`config.mk`:
```
export PLATFORM = sky130hd
export DESIGN_NAME = byte_fifo_with_peak_and_word_pop_flat
export DESIGN_NICKNAME = d
export VERILOG_FILES = /design/src/sv/bfp_pkg.sv /design/src/sv/bfp_ifs.sv /design/src/sv/bfp_front.sv /design/src/sv/bfp_back.sv /design/src/sv/byte_fifo_with_peak_and_word_pop.sv /design/src/flat_wrapper.sv
export SDC_FILE = /design/constraint.sdc
export NUM_CORES = 2
export LEC_CHECK = 0
export CORE_ASPECT_RATIO = 2
export CORE_MARGIN = 3
export CORE_UTILIZATION = 45
export DETAILED_ROUTE_END_ITERATION = 12
export DONT_BUFFER_PORTS = 1
export GPL_TIMING_DRIVEN = 0
export PLACE_DENSITY = 0.72
export RECOVER_POWER = 50
export SETUP_SLACK_MARGIN = 0.05
export SKIP_LAST_GASP = 1
export SLEW_MARGIN = 20
export SYNTH_ARGS = -nofsm -noshare
export SYNTH_HDL_FRONTEND = slang
export SYNTH_HIERARCHICAL = 1
export SYNTH_SLANG_ARGS = --single-unit
```
`constraint.sdc`:
```
create_clock -name clock -period 4.5 [get_ports clock]
set_input_delay 0.9 -clock clock [delete_from_list [all_inputs] [get_ports clock]]
set_output_delay 0.9 -clock clock [all_outputs]
set_load 0.01 [all_outputs]
```
`src/sv/bfp_pkg.sv`:
```
// shared types and constants for the byte fifo with peak tracking and word pops
// no dependencies
`default_nettype none

package bfp_pkg;

   localparam int OPCODE_W = 3;
   localparam int BYTE_W   = 8;
   localparam int WORD_W   = 32;
   localparam int LEVEL_W  = 9;
   localparam int NEED_W   = 3;

   localparam logic [OPCODE_W-1:0] OP_PUSH   = 3'd0;
   localparam logic [OPCODE_W-1:0] OP_POP8   = 3'd1;
   localparam logic [OPCODE_W-1:0] OP_POP16  = 3'd2;
   localparam logic [OPCODE_W-1:0] OP_POP32  = 3'd3;
   localparam logic [OPCODE_W-1:0] OP_CLEAR  = 3'd4;
   localparam logic [OPCODE_W-1:0] OP_STATUS = 3'd5;

   localparam logic [NEED_W-1:0] NEED_BYTE = 3'd1;
   localparam logic [NEED_W-1:0] NEED_HALF = 3'd2;
   localparam logic [NEED_W-1:0] NEED_WORD = 3'd4;

   typedef enum logic [1:0] {
      KIND_PUSH,
      KIND_POP,
      KIND_CLEAR,
      KIND_STATUS
   } kind_type;

   // classified command handed from the front end to the back end
   typedef struct packed {
      kind_type                 kind;
      logic [NEED_W-1:0]        need;
      logic [BYTE_W-1:0]        data;
   } cmd_type;

endpackage

`default_nettype wire

```
`src/sv/bfp_ifs.sv`:
```
// valid/ready channel interfaces for requests and responses
// depends on bfp_pkg
`default_nettype none

interface bfp_req_if;
   logic                          valid;
   logic                          ready;
   logic [bfp_pkg::OPCODE_W-1:0]  opcode;
   logic [bfp_pkg::BYTE_W-1:0]    data_byte;

   modport source (output valid, opcode, data_byte, input ready);
   modport sink   (input valid, opcode, data_byte, output ready);
endinterface

interface bfp_rsp_if;
   logic                          valid;
   logic                          ready;
   logic [bfp_pkg::WORD_W-1:0]    read_value;
   logic                          ok;
   logic [bfp_pkg::LEVEL_W-1:0]   occupancy;
   logic [bfp_pkg::LEVEL_W-1:0]   peak_level;

   modport source (output valid, read_value, ok, occupancy, peak_level, input ready);
   modport sink   (input valid, read_value, ok, occupancy, peak_level, output ready);
endinterface

`default_nettype wire

```
`src/sv/bfp_front.sv`:
```
// front end: accepts requests, decodes the opcode and queues commands
// depends on bfp_pkg and bfp_ifs
`default_nettype none

module bfp_front (
   input  wire logic       clock,
   input  wire logic       reset,
   bfp_req_if.sink         req_if,
   output bfp_pkg::cmd_type cmd,
   output logic            cmd_valid,
   input  wire logic       cmd_ready
);

   localparam int QUEUE_DEPTH = 2;

   bfp_pkg::cmd_type queue_ff [QUEUE_DEPTH];
   logic             wr_ptr_ff;
   logic             wr_ptr_in;
   logic             rd_ptr_ff;
   logic             rd_ptr_in;
   logic [1:0]       count_ff;
   logic [1:0]       count_in;
   logic             push_q;
   logic             pop_q;
   bfp_pkg::cmd_type decoded;

   function automatic bfp_pkg::cmd_type decode(
      input logic [bfp_pkg::OPCODE_W-1:0] opcode,
      input logic [bfp_pkg::BYTE_W-1:0]   data_byte
   );
      bfp_pkg::cmd_type c;
      c.data = data_byte;
      c.need = bfp_pkg::NEED_BYTE;
      case (opcode)
         bfp_pkg::OP_PUSH: begin
            c.kind = bfp_pkg::KIND_PUSH;
         end
         bfp_pkg::OP_POP8: begin
            c.kind = bfp_pkg::KIND_POP;
         end
         bfp_pkg::OP_POP16: begin
            c.kind = bfp_pkg::KIND_POP;
            c.need = bfp_pkg::NEED_HALF;
         end
         bfp_pkg::OP_POP32: begin
            c.kind = bfp_pkg::KIND_POP;
            c.need = bfp_pkg::NEED_WORD;
         end
         bfp_pkg::OP_CLEAR: begin
            c.kind = bfp_pkg::KIND_CLEAR;
         end
         // status and the unused codes only report
         default: begin
            c.kind = bfp_pkg::KIND_STATUS;
         end
      endcase
      return c;
   endfunction

   assign decoded      = decode(req_if.opcode, req_if.data_byte);
   assign req_if.ready = (count_ff != 2'(QUEUE_DEPTH));
   assign push_q       = req_if.valid && req_if.ready;
   assign cmd_valid    = (count_ff != 2'd0);
   assign cmd          = queue_ff[rd_ptr_ff];
   assign pop_q        = cmd_valid && cmd_ready;

   always_comb begin
      wr_ptr_in = push_q ? ~wr_ptr_ff : wr_ptr_ff;
      rd_ptr_in = pop_q ? ~rd_ptr_ff : rd_ptr_ff;
      count_in  = count_ff + 2'(push_q) - 2'(pop_q);
   end

   always_ff @(posedge clock) begin
      if (push_q) begin
         queue_ff[wr_ptr_ff] <= decoded;
      end
      if (reset) begin
         wr_ptr_ff <= 1'b0;
         rd_ptr_ff <= 1'b0;
         count_ff  <= 2'd0;
      end else begin
         wr_ptr_ff <= wr_ptr_in;
         rd_ptr_ff <= rd_ptr_in;
         count_ff  <= count_in;
      end
   end

endmodule

`default_nettype wire

```
`src/sv/bfp_back.sv`:
```
// back end: byte store, pointers, peak tracking and the pop sequencer
// depends on bfp_pkg and bfp_ifs
`default_nettype none

module bfp_back #(
   parameter int FIFO_DEPTH = 256
) (
   input  wire logic             clock,
   input  wire logic             reset,
   input  wire bfp_pkg::cmd_type cmd,
   input  wire logic             cmd_valid,
   output logic                  cmd_ready,
   bfp_rsp_if.source             rsp_if
);

   localparam int AW = $clog2(FIFO_DEPTH);
   localparam int CW = $clog2(FIFO_DEPTH + 1);
   localparam int PW = $clog2(FIFO_DEPTH + 2);

   typedef enum logic [1:0] {
      ST_IDLE,
      ST_READ,
      ST_LAST,
      ST_FINISH
   } state_type;

   logic [bfp_pkg::BYTE_W-1:0] byte_store_ff [FIFO_DEPTH];
   logic [bfp_pkg::BYTE_W-1:0] rdata_ff;

   state_type                   state_ff, state_in;
   logic [AW-1:0]               wp_ff, wp_in;
   logic [AW-1:0]               rp_ff, rp_in;
   logic                        full_ff, full_in;
   logic [PW-1:0]               peak_ff, peak_in;
   logic [bfp_pkg::WORD_W-1:0]  value_ff, value_in;
   logic                        ok_ff, ok_in;
   logic [bfp_pkg::NEED_W-1:0]  need_ff, need_in;
   logic [bfp_pkg::NEED_W-1:0]  idx_ff, idx_in;
   logic                        rsp_valid_ff, rsp_valid_in;
   logic [bfp_pkg::WORD_W-1:0]  rsp_value_ff, rsp_value_in;
   logic                        rsp_ok_ff, rsp_ok_in;
   logic [bfp_pkg::LEVEL_W-1:0] rsp_occ_ff, rsp_occ_in;
   logic [bfp_pkg::LEVEL_W-1:0] rsp_peak_ff, rsp_peak_in;

   logic          start;
   logic          mem_we;
   logic          mem_re;
   logic [AW-1:0] wp_next;
   logic [CW-1:0] held;
   logic [1:0]    cap_sel;
   logic [PW-1:0] peak_now;

   function automatic logic [AW-1:0] next_ptr(input logic [AW-1:0] p);
      return (p == AW'(FIFO_DEPTH - 1)) ? '0 : p + 1'b1;
   endfunction

   // bytes held, from the registered pointers
   always_comb begin
      if (full_ff) begin
         held = CW'(FIFO_DEPTH);
      end else if (wp_ff >= rp_ff) begin
         held = CW'(wp_ff) - CW'(rp_ff);
      end else begin
         held = CW'(FIFO_DEPTH) + CW'(wp_ff) - CW'(rp_ff);
      end
   end

   assign wp_next   = next_ptr(wp_ff);
   assign cmd_ready = (state_ff == ST_IDLE) && (!rsp_valid_ff || rsp_if.ready);
   assign start     = cmd_valid && cmd_ready;
   assign cap_sel   = 2'(idx_ff - 3'd1);
   assign peak_now  = (PW'(held) > peak_ff) ? PW'(held) : peak_ff;
   assign mem_re    = (state_ff == ST_READ);

   always_comb begin
      state_in     = state_ff;
      wp_in        = wp_ff;
      rp_in        = rp_ff;
      full_in      = full_ff;
      peak_in      = peak_ff;
      value_in     = value_ff;
      ok_in        = ok_ff;
      need_in      = need_ff;
      idx_in       = idx_ff;
      mem_we       = 1'b0;
      rsp_valid_in = rsp_valid_ff && !rsp_if.ready;
      rsp_value_in = rsp_value_ff;
      rsp_ok_in    = rsp_ok_ff;
      rsp_occ_in   = rsp_occ_ff;
      rsp_peak_in  = rsp_peak_ff;

      case (state_ff)
         ST_IDLE: begin
            if (start) begin
               value_in = '0;
               ok_in    = 1'b1;
               need_in  = cmd.need;
               idx_in   = '0;
               state_in = ST_FINISH;
               case (cmd.kind)
                  bfp_pkg::KIND_PUSH: begin
                     if (full_ff) begin
                        // dropped byte pins the peak above the depth
                        ok_in   = 1'b0;
                        peak_in = PW'(FIFO_DEPTH + 1);
                     end else begin
                        mem_we  = 1'b1;
                        wp_in   = wp_next;
                        full_in = (wp_next == rp_ff);
                     end
                  end
                  bfp_pkg::KIND_POP: begin
                     if (held < CW'(cmd.need)) begin
                        ok_in = 1'b0;
                     end else begin
                        state_in = ST_READ;
                     end
                  end
                  bfp_pkg::KIND_CLEAR: begin
                     wp_in   = '0;
                     rp_in   = '0;
                     full_in = 1'b0;
                     peak_in = '0;
                  end
                  default: begin
                  end
               endcase
            end
         end
         ST_READ: begin
            // read data is registered, so it lags the address into the next cycle
            if (idx_ff != 3'd0) begin
               value_in[8*cap_sel +: 8] = rdata_ff;
            end
            rp_in   = next_ptr(rp_ff);
            full_in = 1'b0;
            idx_in  = idx_ff + 3'd1;
            if (idx_ff + 3'd1 == need_ff) begin
               state_in = ST_LAST;
            end
         end
         ST_LAST: begin
            value_in[8*cap_sel +: 8] = rdata_ff;
            state_in = ST_FINISH;
         end
         ST_FINISH: begin
            peak_in      = peak_now;
            rsp_valid_in = 1'b1;
            rsp_value_in = value_ff;
            rsp_ok_in    = ok_ff;
            rsp_occ_in   = bfp_pkg::LEVEL_W'(held);
            rsp_peak_in  = bfp_pkg::LEVEL_W'(peak_now);
            state_in     = ST_IDLE;
         end
         default: begin
            state_in = ST_IDLE;
         end
      endcase
   end

   always_ff @(posedge clock) begin
      if (mem_we) begin
         byte_store_ff[wp_ff] <= cmd.data;
      end
      if (mem_re) begin
         rdata_ff <= byte_store_ff[rp_ff];
      end
   end

   always_ff @(posedge clock) begin
      value_ff     <= value_in;
      ok_ff        <= ok_in;
      need_ff      <= need_in;
      idx_ff       <= idx_in;
      rsp_value_ff <= rsp_value_in;
      rsp_ok_ff    <= rsp_ok_in;
      rsp_occ_ff   <= rsp_occ_in;
      rsp_peak_ff  <= rsp_peak_in;
      if (reset) begin
         state_ff     <= ST_IDLE;
         wp_ff        <= '0;
         rp_ff        <= '0;
         full_ff      <= 1'b0;
         peak_ff      <= '0;
         rsp_valid_ff <= 1'b0;
      end else begin
         state_ff     <= state_in;
         wp_ff        <= wp_in;
         rp_ff        <= rp_in;
         full_ff      <= full_in;
         peak_ff      <= peak_in;
         rsp_valid_ff <= rsp_valid_in;
      end
   end

   assign rsp_if.valid      = rsp_valid_ff;
   assign rsp_if.read_value = rsp_value_ff;
   assign rsp_if.ok         = rsp_ok_ff;
   assign rsp_if.occupancy  = rsp_occ_ff;
   assign rsp_if.peak_level = rsp_peak_ff;

endmodule

`default_nettype wire

```
`src/sv/byte_fifo_with_peak_and_word_pop.sv`:
```
// top level: byte fifo with high-water mark and 16/32-bit little-endian pops
// depends on bfp_pkg, bfp_ifs, bfp_front and bfp_back
//
//   channel  dir  handshake    payload
//   req_if   in   valid/ready  opcode[2:0], data_byte[7:0]
//   rsp_if   out  valid/ready  read_value[31:0], ok, occupancy[8:0], peak_level[8:0]
//
// the front end queues up to two decoded commands, registered at the transfer
// back end: push, clear and status go from idle to finish; an n-byte pop passes
// through read once per byte, then last and finish; the byte store reads one byte a cycle
// a held response stalls the back end; the command queue takes requests until full
// synchronous reset empties the fifo and zeroes the peak; no store clearing pass
`default_nettype none

module byte_fifo_with_peak_and_word_pop #(
   parameter int FIFO_DEPTH = 256
) (
   input  wire logic clock,
   input  wire logic reset,
   bfp_req_if.sink   req_if,
   bfp_rsp_if.source rsp_if
);

   bfp_pkg::cmd_type cmd;
   logic             cmd_valid;
   logic             cmd_ready;

   bfp_front u_front (
      .clock     (clock),
      .reset     (reset),
      .req_if    (req_if),
      .cmd       (cmd),
      .cmd_valid (cmd_valid),
      .cmd_ready (cmd_ready)
   );

   bfp_back #(
      .FIFO_DEPTH (FIFO_DEPTH)
   ) u_back (
      .clock     (clock),
      .reset     (reset),
      .cmd       (cmd),
      .cmd_valid (cmd_valid),
      .cmd_ready (cmd_ready),
      .rsp_if    (rsp_if)
   );

   // a refused pop or dropped byte never carries data
   a_fail_zero: assert property (@(posedge clock) disable iff (reset)
      rsp_if.valid && !rsp_if.ok |-> rsp_if.read_value == '0)
      else $error("refused operation returned nonzero data");

   // the peak never sits below the reported occupancy, checked while FIFO_DEPTH is under 511
   a_peak_cover: assert property (@(posedge clock) disable iff (reset)
      (FIFO_DEPTH < 511) && rsp_if.valid |-> rsp_if.occupancy <= rsp_if.peak_level)
      else $error("peak below occupancy");

   a_reset_idle: assert property (@(posedge clock)
      reset |=> !rsp_if.valid)
      else $error("response valid right after reset");

endmodule

`default_nettype wire
```
`src/flat_wrapper.sv`:
```
// flat-port wrapper written by rule: the top's interface ports become plain ports
module byte_fifo_with_peak_and_word_pop_flat 
#(
   parameter int FIFO_DEPTH = 256
)
  (clock, reset, req_if_valid, req_if_opcode, req_if_data_byte, req_if_ready, rsp_if_valid, rsp_if_read_value, rsp_if_ok, rsp_if_occupancy, rsp_if_peak_level, rsp_if_ready);
  bfp_req_if req_if_i ();
  bfp_rsp_if rsp_if_i ();
  input  wire logic clock;
  input  wire logic reset;
  input wire logic [$bits(req_if_i.valid)-1:0] req_if_valid;
  input wire logic [$bits(req_if_i.opcode)-1:0] req_if_opcode;
  input wire logic [$bits(req_if_i.data_byte)-1:0] req_if_data_byte;
  output wire logic [$bits(req_if_i.ready)-1:0] req_if_ready;
  output wire logic [$bits(rsp_if_i.valid)-1:0] rsp_if_valid;
  output wire logic [$bits(rsp_if_i.read_value)-1:0] rsp_if_read_value;
  output wire logic [$bits(rsp_if_i.ok)-1:0] rsp_if_ok;
  output wire logic [$bits(rsp_if_i.occupancy)-1:0] rsp_if_occupancy;
  output wire logic [$bits(rsp_if_i.peak_level)-1:0] rsp_if_peak_level;
  input wire logic [$bits(rsp_if_i.ready)-1:0] rsp_if_ready;
  assign req_if_i.valid = req_if_valid;
  assign req_if_i.opcode = req_if_opcode;
  assign req_if_i.data_byte = req_if_data_byte;
  assign req_if_ready = req_if_i.ready;
  assign rsp_if_valid = rsp_if_i.valid;
  assign rsp_if_read_value = rsp_if_i.read_value;
  assign rsp_if_ok = rsp_if_i.ok;
  assign rsp_if_occupancy = rsp_if_i.occupancy;
  assign rsp_if_peak_level = rsp_if_i.peak_level;
  assign rsp_if_i.ready = rsp_if_ready;
  byte_fifo_with_peak_and_word_pop #(.FIFO_DEPTH(FIFO_DEPTH)) u_core (.clock(clock), .reset(reset), .req_if(req_if_i), .rsp_if(rsp_if_i));
endmodule
```
== Yosys cells after proc, flatten, opt, wreduce, memory -nomap -nowiden ==
Memories as Yosys holds them, arrays and structs flattened. A register that Yosys moved wholly into a read port is not among the register bits.
Index checks and enable logic that the tools add are counted.
Storage, ports and cells
  register bits after elaboration: 123
  bits in latches: 0
  RAM bits: 2074
  memory bits (read-only): 0
  bits of input ports: 15
  memories kept: 2
Memories
  u_core.u_back.byte_store_ff: words 256, width 8, read ports 1, clocked after Yosys merged registers in 1, wr ports 1, line bfp_back.sv:27  | logic [bfp_pkg::BYTE_W-1:0] byte_store_ff [FIFO_DEPTH];
  u_core.u_front.queue_ff: words 2, width 13, read ports 1, clocked after Yosys merged registers in 1, wr ports 1, line bfp_front.sv:16  | bfp_pkg::cmd_type queue_ff [QUEUE_DEPTH];
Operators by class
  add/sub/neg operators: 10
  multiply operators: 0
  divide/modulo/power cells: 0
  magnitude comparators: 3
  equal/unequal tests: 21
  shifts and indexed selects: 2
  multiplexer cells: 44
  bitwise operators: 2
  reduce and logical (&&, ||, !) cells: 25
Operators by type and width (count)
  $pmux 32 s3: 1
  $mux 32: 2
  $mux 9: 5
  $mux 8: 5
  $pmux 9 s2: 2
  $neg 5->34: 1
  $shift 8x34->32 const A: 1
  $shiftx 8x34->32: 1
  $bwmux 32: 1
  $pmux 8 s2: 2
  $add 8x1->8 const B: 2
  $eq 8x8->1 const B: 2
  $mux 1: 14
  $pmux 3 s2: 2
  $add 9x8->9 const A: 1
  $gt 9x9->1: 1
  $lt 9x3->1: 1
  $reduce_and 3->1: 3
  $sub 8x8->9: 1
  $sub 9x8->9: 1
  $eq 8x8->1: 1
  $ge 8x8->1: 1
  $mux 2: 4
  $ne 2x1->1 const B: 4
  28 further kinds: 48

== Depth between registers and ports, before layout ==
  depth in word-level cells: 9
  depth in mapped cells: 21

== Cells and area by module ==
Netlist, hierarchy kept.
Modules (own cells, without submodules)
  bfp_back: times used 1, cells an instance 4291, area each 85350.6 sq um, sequential area each 65022.4 sq um
  bfp_front: times used 1, cells an instance 71, area each 1213.7 sq um, sequential area each 880.8 sq um

== Worst setup path after synthesis ==
Ideal clock, no wire load.
  path type: register to register
  start point: reg u_core.u_back.rp_ff[2]
  end point: reg u_core.u_back.rsp_peak_ff (netlist bit u_core/u_back/rsp_if.peak_level[0]) (data pin)
  library setup time: 0.260 ns
  arrival: 4.431 ns
  slack: -0.191 ns
  cell stages (with the launch flop): 18
  path buffers: 5
  cell sequence: dfxtp_1 -> buf_2 -> clkinv_1 -> clkbuf_1 -> clkbuf_1 -> buf_1 -> ha_1 -> a21o_1 -> a21oi_1 -> o21bai_1 -> a21oi_1 -> mux2_2 -> ha_1 -> a21oi_1 -> o21ai_0 -> a22o_1 -> clkbuf_1 -> mux2_2
Between the ends
  longest elaborated chain between the ends: 5
Ends and longest elaborated chain
  start: declaration: line bfp_back.sv:32  | logic [AW-1:0] rp_ff, rp_in;
  start signal: assignment: line bfp_back.sv:189  | rp_ff <= rp_in;
  $sub 9x8->9, or another cell as far along: line bfp_back.sv:64  | held = CW'(FIFO_DEPTH) + CW'(wp_ff) - CW'(rp_ff);
  $mux 9 *: line bfp_back.sv:61  | end else if (wp_ff >= rp_ff) begin
  $mux 9 *: line bfp_back.sv:59  | if (full_ff) begin
  net u_core.u_back.held[6]: line bfp_back.sv:49  | logic [CW-1:0] held;
  $gt 9x9->1 *: line bfp_back.sv:72  | assign peak_now = (PW'(held) > peak_ff) ? PW'(held) : peak_ff;
  $mux 9 *: line bfp_back.sv:72
  net u_core.u_back.peak_now[0]: line bfp_back.sv:51  | logic [PW-1:0] peak_now;
  end signal: assignment: line bfp_back.sv:178  | rsp_peak_ff <= rsp_peak_in;
  end: declaration: line bfp_back.sv:43  | logic [bfp_pkg::LEVEL_W-1:0] rsp_peak_ff, rsp_peak_in;
The timed path passes the listed nets; every way through them passes the cells marked *.
A chain may end at the register's enable or synchronous reset.

==> flow_summary.json <==
{
  "p_per_area_nw_per_um2": 544,
  "switching_share": 0.300,
  "h-tree-depth": 4,
  "fmax_ghz": 0.210,
  "cp.arrival_ps": 5280,
  "crit_type": "register to register",
  "syn_inst": 4362,
  "die_y_um": 626,
  "grt-ovfl-total": 0,
  "drv_slew": 903,
  "fp-row-count": 227,
  "vias": 49700,
  "clock_latency_ps": 890,
  "peakVddDrop_v": 0.000423,
  "synth.area.top_cells": "edfxtp_1 75%, mux4_2 12%, mux2i_1 1.9%",
  "synthArstFlopShare": 0,
  "r2r-end": "u_core/u_back/rdata_ff[5]",
  "ctsLongestPathBuffers": 4,
  "yosys_warnings": 6,
  "critPathLaunchType": "register",
  "power_switching_uw": 16000,
  "synth-seq-cells": 2206,
  "hold_viol_final": 0,
  "rr_worst_depth": 9,
  "r2r-start": "u_core/u_back/rp_ff[3]",
  "critical_path.endpoint": "u_core/u_back/rdata_ff[5]",
  "cts_sinks": 2206,
  "crit_chain": "clkbuf_1 > nand2_1 > nor2_1 > clkbuf_1 > a221oi_1 > o21ai_0 > nor2_1 > o31a_1 > o211ai_1",
  "netlist_area_sq_um": 86600,
  "synth_top_cell_area_share": 0.753,
  "outcome": "finished with violations",
  "power_frac_comb": 0.232,
  "synth.avg_cell_area_sq_um": 19.8,
  "violations": "max-capacitance violations, max-slew violations, negative setup slack",
  "clockPowerShare": 0.292,
  "yosys_most_used_dff": "edfxtp_1",
  "skew_ps": 61.4,
  "drc": 0,
  "holdCritPathClass": "input port to register",
  "drt-pass1-iter-count": 8,
  "fin_crit_sh": 1.06,
  "vias_per_cell": 6.80,
  "port-buffer-count": 0,
  "grt_pass1_vias": 48400,
  "clk_pin_slew_ps": 80,
  "root_buffer": "clkbuf_16",
  "rsz0062_at_grt": "yes",
  "hold_depth": 1,
  "setup_violations": 201,
  "synth_edf_count": 2172,
  "cp_num_buf_inv": 2,
  "critPathRequiredTime_ps": 5020,
  "grt_max_degree": 130,
  "fin_ws_ps": -259,
  "syn2layout_area_growth_pct": 13.0,
  "worst_pin_slew_ps": 3090,
  "hpwl_um": 219000,
  "cp_top_family": "compound AO/OA/AOI/OAI gates",
  "finalNonFillerCells": 7300,
  "final_layout_size_suffix_gt1_frac": 0.239,
  "cp.depth": 9,
  "seq_power_share": 0.476,
  "placed_cells": 6937,
  "p_leak_uw": 0.0296,
  "ant_nets": 0,
  "cts_tree": "built",
  "initial_core_util": 0.453,
  "reg2reg_slack_ps": -260,
  "synth.distinct_cells": 73,
  "place_area_sq_um": 91200,
  "grt_pass1_wl_um": 428000,
  "p_int_uw": 37200,
  "cap_violations": 12,
  "drt-wirelength-per-cell_um": 44.1,
  "die-area_sq_um": 198000,
  "ios": 68,
  "die_w_um": 316,
  "critPathMaxStageDelay_ps": 680,
  "period_needed_ps": 4760,
  "crit_path_start": "u_core/u_back/rp_ff[3]",
  "relSlewSlack": -1.06,
  "cts_made_buffers": 178,
  "coreArea_sq_um": 191000,
  "syn_nets": 4413,
  "slowest_stage": "nand2_1",
  "end_kind": "register",
  "grt_usage": 0.328,
  "final_cell_area_sq_um": 97800,
  "final_util": 0.512,
  "nNetsFinal": 4670,
  "grt_antenna_before_repair": 23,
  "place_congestion": 1.05,
  "ys_seq_area_frac": 0.761,
  "drt_iter0_markers": 8453,
  "yosysTopAreaCell": "edfxtp_1",
  "wirelength_um": 322000,
  "worstPathMaxFanout": 10
}
-- registers in the layout, indices dropped and copies added (netlist names), 8 cells and up, named ones only --
register	cells
u_core/u_back/rsp_if.occupancy	9
u_core/u_back/rdata_ff	8
u_core/u_back/rsp_if.peak_level	9
u_core/u_back/byte_store_ff	2048
u_core/u_back/rp_ff	8
u_core/u_back/wp_ff	8
u_core/u_back/value_ff	32
u_core/u_back/rsp_if.read_value	32
u_core/u_front/queue_ff	26
u_core/u_back/peak_ff	9
-- kinds of logic after synthesis --
group                      count (synthesis)  synth area share
DFF                                     2206             0.761
and+or+nand+nor                          683            0.0355
muxes                                    649             0.143
AOI/OAI and AO/OA                        474            0.0364
buffers and inverters                    290            0.0162
adders and majority gates                 37           0.00541
xor gates and xnor gates                  23           0.00233
-- per-stage QoR --
step | setup slack (ps) | total power [uW] | TNS (ps) | hold WS, ps
CTS | -121 | 52700 | -2800 | 131
finish | -259 | 53200 | -11950 | 136
global route | -221 | 54200 | -44390 | 118
global placement | -3100 | 36900 | -1858650 | 412
floorplan | 71.3 | 32100 | 0 | 400
detailed placement | -1880 | 37200 | -145910 | 430
-- worst reg2reg max path: cells and delay by family (launching register included) --
family / cells / cell delay, ps
compound gates: 4 / 1430
flops: 1 / 380
buf+inv: 2 / 1250
simple gates: 3 / 1380
-- how the worst min path moves through the flow --
stage | start | end | slack [ps]
CTS | req_if_data_byte[6] | u_core/u_front/queue_ff[1][6] | 130
detailed placement | u_core/u_back/value_ff[3] | u_core/u_back/rsp_if.read_value[3] | 430
finish | reset | u_core/u_front/rd_ptr_ff | 140
global placement | u_core/u_back/ok_ff | u_core/u_back/rsp_if.ok | 410
global route | req_if_data_byte[6] | u_core/u_front/queue_ff[0][6] | 120
floorplan | u_core/u_back/ok_ff | u_core/u_back/rsp_if.ok | 400
-- power by group through the flow --
stage | Clock (uW) | Combinational, uW | Sequential, uW
final | 15500 | 12400 | 25300
after global routing | 16400 | 12500 | 25300
after detailed placement | 0 | 11600 | 25600
after floorplan | 0 | 6360 | 25700
after global placement | 0 | 10800 | 26100
after CTS | 15600 | 12000 | 25200
-- placed cells by master (no fill, tap or decap), types with 11 or more instances in the layout --
cell type | synthesis | routed
dfxtp_1 | 34 | 31
a221oi_1 | 19 | 13
clkinv_1 | 2 | 38
o21ai_0 | 58 | 52
buf_2 | 45 | 12
buf_4 | 27 | 54
nor2_4 | 0 | 29
nand2_1 | 105 | 101
nor2_2 | 0 | 45
diode_2 | 0 | 26
clkbuf_16 | 0 | 184
a21oi_1 | 133 | 124
mux4_2 | 465 | 465
o221ai_1 | 39 | 39
mux2i_1 | 161 | 161
edfxtp_1 | 2172 | 2172
clkbuf_1 | 154 | 90
buf_12 | 2 | 27
nand3_1 | 26 | 23
ha_1 | 35 | 31
xnor2_1 | 19 | 19
inv_1 | 35 | 32
clkbuf_2 | 0 | 77
nor2_1 | 348 | 274
a211oi_1 | 26 | 26
nor3_1 | 55 | 46
o22ai_1 | 52 | 51
clkbuf_4 | 0 | 21
a22oi_1 | 52 | 50
a31oi_1 | 13 | 13
buf_8 | 0 | 16
bufinv_16 | 0 | 14
clkinvlp_4 | 0 | 11
nor2b_1 | 79 | 79
clkinv_2 | 0 | 31
buf_16 | 0 | 15
buf_6 | 17 | 46
-- per-layer routing --
metal  global-route usage  wire [um]  vias up
met5                    0         57        -
met4                0.343      44500        8
met3               0.0947      37700     1478
met2                0.526     154000     4482
met1                0.328      85600    25300
li1                     -          -    18400
-- Yosys cell counts, drive strengths merged (4+ instances only) --
master	count
inv	35
nor2b	79
a221o	4
o31ai	10
or3	7
buf	99
mux4	466
nand4	9
a21o	8
o211ai	6
nor2	348
o221ai	39
nand2b	10
nor3	55
a221oi	19
a22o	10
dfxtp	34
nor4	13
ha	35
a21oi	133
edfxtp	2172
or4	6
o21ai	60
and3	5
nand3	26
mux2i	161
mux2	22
xor2	4
xnor2	19
a211oi	27
nand2	106
a22oi	52
and2	6
o22ai	52
a2111oi	5
a31oi	13
and4	5
clkbuf	154
o22a	8
a211o	5
-- area by class of cell --
cell class,instances,area [sq um]
antenna,26,65.1
buffer,247,1860
clock buffer,217,4710
clock inverter,99,853
fill,14700,93400
inverter,37,156
multi-input combinational,1866,19900
sequential,2206,65900
tap,2519,3150
timing repair buffer,83,1150
-- what timing repair did --
action | CTS | global route
hold buffers | 0 | 0
gates resized for setup | 204 | 128
cloned | 0 | 1
pin swaps | 12 | 11
setup buffers | 15 | 9
setup endpoints to repair | 629 | 1045
Note: power is estimated with default switching activity, not from simulation.
